<file path="src/hdl/rllt_pkg.sv">
// ----------------------------------------------------------------------------
// rllt_pkg: shared types and constants of the run-length line table
// Table sizes, field widths, command and status codes, controller states and
// the command and status groups between controller and datapath.
// ----------------------------------------------------------------------------
package rllt_pkg;

   localparam int PAIR_DEPTH = 256;
   localparam int PAIR_AW    = $clog2(PAIR_DEPTH);
   localparam int CNT_W      = $clog2(PAIR_DEPTH + 1);
   localparam int LINE_W     = 16;
   localparam int IDX_W      = 16;
   localparam int RUN_W      = 16;
   localparam int ENTRY_W    = RUN_W + LINE_W;

   localparam logic [RUN_W-1:0] RUN_LIMIT  = '1;
   localparam logic [IDX_W-1:0] BYTE_LIMIT = '1;

   localparam logic CMD_APPEND = 1'b0;
   localparam logic CMD_LOOKUP = 1'b1;

   localparam logic [1:0] STAT_OK    = 2'd0;
   localparam logic [1:0] STAT_DROP  = 2'd1;
   localparam logic [1:0] STAT_RANGE = 2'd2;

   typedef enum logic [2:0] {
      ST_IDLE,
      ST_APPEND,
      ST_LOOK_START,
      ST_LOOK_WALK,
      ST_REPLY
   } state_type;

   typedef struct packed {
      logic capture;
      logic append;
      logic look_start;
      logic walk;
      logic load_rsp;
   } dp_cmd_type;

   typedef struct packed {
      logic range_err;
      logic hit;
      logic rsp_free;
   } dp_stat_type;

endpackage

</file>
<file path="src/hdl/rllt_ctrl.sv">
// ----------------------------------------------------------------------------
// rllt_ctrl: controller of the run-length line table
// Sequences accept, append update, lookup walk and result transfer.
// ----------------------------------------------------------------------------
module rllt_ctrl import rllt_pkg::*; (
   input  logic        clock,
   input  logic        reset,
   input  logic        req_valid,
   input  logic        req_command,
   output logic        req_stall,
   input  dp_stat_type stat,
   output dp_cmd_type  cmd
);

   state_type state_ff;
   state_type state_in;

   always_ff @(posedge clock) begin
      if (reset) begin
         state_ff <= ST_IDLE;
      end else begin
         state_ff <= state_in;
      end
   end

   always_comb begin
      state_in  = state_ff;
      cmd       = '0;
      req_stall = (state_ff != ST_IDLE);
      case (state_ff)
         ST_IDLE: begin
            if (req_valid) begin
               cmd.capture = 1'b1;
               state_in    = (req_command == CMD_LOOKUP) ? ST_LOOK_START : ST_APPEND;
            end
         end
         ST_APPEND: begin
            cmd.append = 1'b1;
            state_in   = ST_REPLY;
         end
         ST_LOOK_START: begin
            cmd.look_start = 1'b1;
            state_in       = stat.range_err ? ST_REPLY : ST_LOOK_WALK;
         end
         ST_LOOK_WALK: begin
            cmd.walk = 1'b1;
            if (stat.hit) begin
               state_in = ST_REPLY;
            end
         end
         ST_REPLY: begin
            if (stat.rsp_free) begin
               cmd.load_rsp = 1'b1;
               state_in     = ST_IDLE;
            end
         end
         default: begin
            state_in = ST_IDLE;
         end
      endcase
   end

endmodule

</file>
<file path="config.mk">
export PLATFORM = sky130hd
export DESIGN_NAME = rllt_ctrl
export DESIGN_NICKNAME = d
export VERILOG_FILES = /design/src/hdl/rllt_pkg.sv /design/src/hdl/rllt_ctrl.sv
export SDC_FILE = /design/constraint.sdc
export NUM_CORES = 1
export LEC_CHECK = 0
export ABC_AREA = 0
export BUFFER_PORTS_ARGS = -buffer_cell sky130_fd_sc_hd__buf_4
export CAP_MARGIN = 25
export CELL_PAD_IN_SITES_DETAIL_PLACEMENT = 0
export CELL_PAD_IN_SITES_GLOBAL_PLACEMENT = 1
export CORE_AREA = 2 2 39 41
export DETAILED_ROUTE_END_ITERATION = 6
export DIE_AREA = 0 0 41 43
export GPL_TIMING_DRIVEN = 0
export MAX_ROUTING_LAYER = met4
export PLACE_DENSITY_LB_ADDON = 0.1
export SLEW_MARGIN = 40
export SYNTH_ARGS = -nofsm -noshare
export SYNTH_HDL_FRONTEND = slang
export SYNTH_SLANG_ARGS = --single-unit
export TNS_END_PERCENT = 5
</file>
<file path="constraint.sdc">
create_clock -name clock -period 1.6 [get_ports clock]
set_input_delay 0.24 -clock clock [delete_from_list [all_inputs] [get_ports clock]]
set_output_delay 0.24 -clock clock [all_outputs]
set_load 0.02 [all_outputs]
</file>
==> impl_metrics.csv <==
group,metric,value,unit
outcome,status,"completed",
critical_path,cp-start-kind,"register",
clocking,clockRootBuffer,"clkbuf_4",
timing,finalSetupViolations,0,
power_and_ir_drop,p_total,412,uW
synthesis,syn_area,260,um2
synthesis,ys_seq_area_share,23.1,%
synthesis,syn_inst,33,
critical_path,critPathArrivalTime,1180,ps
critical_path,slowest_delay,290,ps
final_layout,largest-register,"state_ff",
drt,wl_per_cell,9.23,um
critical_path,critPathTopFamily,"simple AND/OR/NAND/NOR gates",
critical_path,critPathSlowestCell,"dfxtp_1",
drt,vias,260,
synthesis,yosysUniqueCellTypes,20,
floorplan,die_w,41,um
timing,fin_tns_setup,0,ps
floorplan,die_area,1760,um2
timing,max_freq,705,MHz
synthesis,synth_xor_area_share,0,%
clocking,cts_hold_buffers,0,
hold_path,hp-class,"in2reg",
final_layout,reg_top3,"state_ff (3)",
final_layout,drive_above_1_share,42.9,%
clocking,cts_num_sinks,3,
synthesis,synth_top_family_by_area,"simple AND/OR/NAND/NOR gates",
critical_path,crit_path_max_fanout,10,
synthesis,synth-compound-area-share,21.6,%
clocking,cts_resized,0,
placed_design,preCtsSetupSlack,409,ps
placed_design,dp_hpwl,482,um
global_route,grt-ovfl-total,0,
drt,drtAntennaViolNets,0,
clocking,post_cts_buffers,0,
final_layout,fin_nets,57,
final_layout,final_cells,65,
floorplan,row_count,14,
drt,drt-total-wl,600,um
clocking,cts_tree,"yes",
critical_path,critPathKind,"reg2out",
timing,rsz0062_at_grt,"false",
placed_design,placed_cell_area,370,um2
final_layout,final_core_util,28.7,%
timing,fin_crit_sh,88.6,%
timing,slew_headroom,82.2,%
synthesis,ys_ff_latch,3,
drt,drtIter0Drc,0,
synthesis,synthMuxAreaShare,0,%
critical_path,endpoint_kind,"primary output",
critical_path,required,1360,ps
synthesis,avgSynthCellArea,7.89,um2
final_layout,area_growth,52.4,%
placed_design,io_buffers,12,
clocking,cts_buffer_depth,2,
final_layout,antennaDiodeCount,0,
clocking,cts_buffers,3,
power_and_ir_drop,peakVddDrop,0.353,mV
global_route,grt_usage,9.56,%
floorplan,initial_core_util,18.8,%
timing,clock_skew,4.63,ps
timing,min_period,1420,ps
final_layout,n_fill_cell,162,
final_layout,largest_reg_flops,3,
clocking,cts_max_level,1,
global_route,grt_pass1_wl,1060,um
flow_run,drv_cap,0,
final_layout,register_area,60.1,um2
synthesis,synth_warnings,0,
critical_path,critical_path_buf_inv_count,2,
timing,finalWorstSetupSlack,182,ps
floorplan,io_pins,13,
final_layout,multiInputGateArea,163,um2
global_route,grt_pass1_vias,258,
clocking,clk_pin_slew_worst_paths,40,ps
timing,slew_viol_final,0,
synthesis,yosys.area_share.simple,40.9,%
global_route,antenna_found_initial,0,
clocking,insertion_delay,230,ps
critical_path,cpMostUsedCell,"buf_4",
synthesis,synthAdderAreaFrac,0,%
power_and_ir_drop,power_density,1040,nW/um2
drt,remaining_drc_errors,0,
synthesis,syn_nets,40,
drt,viasPerCell,4.00,
timing,hold_ws,274,ps
floorplan,core_area,1380,um2
global_route,grt_max_degree,11,
placed_design,dp.cells,61,
placed_design,gp_congestion,0.669,
critical_path,crit_chain,"buf_4 > nor3_2 > and2_1 > buf_4",
power_and_ir_drop,p_leak,0.178,nW
floorplan,die_height,43,um
drt,drtPass1Iterations,1,
timing,worst_pin_slew,266,ps
timing,hold_viol,0,
final_layout,stdcell_area,397,um2
-- kinds of logic (layout without fill, tap and decap cells) --
| kind of cell | count (synthesis) | after routing |
|---|---|---|
| AND/OR/NAND/NOR | 18 | 18 |
| AO/OA/AOI/OAI | 7 | 7 |
| buffers and inverters | 5 | 21 |
| flip-flops | 3 | 3 |
-- routing by layer --
| metal | vias up | GRT usage (%) | part of all wire [%] |
|---|---|---|---|
| li1 | 146 | - | - |
| met1 | 108 | 11.9 | 44 |
| met2 | 6 | 11.9 | 50 |
| met3 | 0 | 3.14 | 5.8 |
| met4 | 0 | 8.00 | 0 |
| met5 | - | - | 0 |
-- path summary, 6_finish.rpt --
check,slack [ps],from,depth (start not counted),to
worst max-delay path,180,state_ff[1]$_SDFFE_PP0P_,4,cmd[4]
worst min-delay path,270,reset,3,state_ff[2]$_SDFFE_PP0P_
worst max register to register,550,state_ff[2]$_SDFFE_PP0P_,4,state_ff[0]$_SDFFE_PP0P_
worst min register to register,690,state_ff[0]$_SDFFE_PP0P_,3,state_ff[2]$_SDFFE_PP0P_
-- cell usage after synthesis (all sizes together) --
| cell type | instances | share of area [%] |
|---|---|---|
| o21a | 2 | 5.8 |
| nor3 | 4 | 9.6 |
| nor4b | 1 | 3.4 |
| a211oi | 1 | 4.8 |
| a21oi | 1 | 1.9 |
| a311oi | 1 | 3.4 |
| a31oi | 1 | 2.4 |
| nor2 | 6 | 8.7 |
| and2 | 2 | 4.8 |
| nand2b | 2 | 7.7 |
| nand2 | 1 | 1.4 |
| o31a | 1 | 3.4 |
| nor4 | 1 | 2.4 |
| buf | 3 | 12 |
| dfxtp | 3 | 23 |
| inv | 2 | 2.9 |
| and2b | 1 | 2.9 |
-- area by class of cell --
type / count / share of cell area (%)
buffer: 3 / 7.57
clock buffer: 4 / 6.62
inverter: 2 / 1.89
multi-input combinational: 25 / 41.0
sequential: 3 / 15.1
tap: 16 / 5.05
timing repair buffer: 12 / 22.7
-- tightest hold or removal path: cells and delay by family --
kind | cells | cell delay, ps
AO/OA/AOI/OAI | 2 | 130
buffers and inverters | 1 | 90
-- cell usage in the layout (no fill, tap or decap) --
| master | n |
|---|---|
| o21a_1 | 2 |
| buf_4 | 13 |
| nor3_1 | 3 |
| dfxtp_1 | 3 |
| nand2b_1 | 1 |
| o31a_1 | 1 |
| nor4_1 | 1 |
| clkbuf_1 | 1 |
| nor2_1 | 6 |
| buf_6 | 2 |
| a31oi_1 | 1 |
| a21oi_1 | 1 |
| clkbuf_4 | 3 |
| and2b_1 | 1 |
| a311oi_1 | 1 |
| a211oi_2 | 1 |
| and2_1 | 2 |
| inv_1 | 2 |
| nor4b_1 | 1 |
| nand2_1 | 1 |
| nor3_2 | 1 |
| nand2b_4 | 1 |
-- where the power goes --
part	switching, mW	internal (mW)	total, mW
registers	0.00391	0.0852	0.0891
clock network	0.0392	0.0935	0.133
logic	0.0987	0.0912	0.190
total	0.142	0.270	0.412
Note: power is estimated with default switching activity, not from simulation.
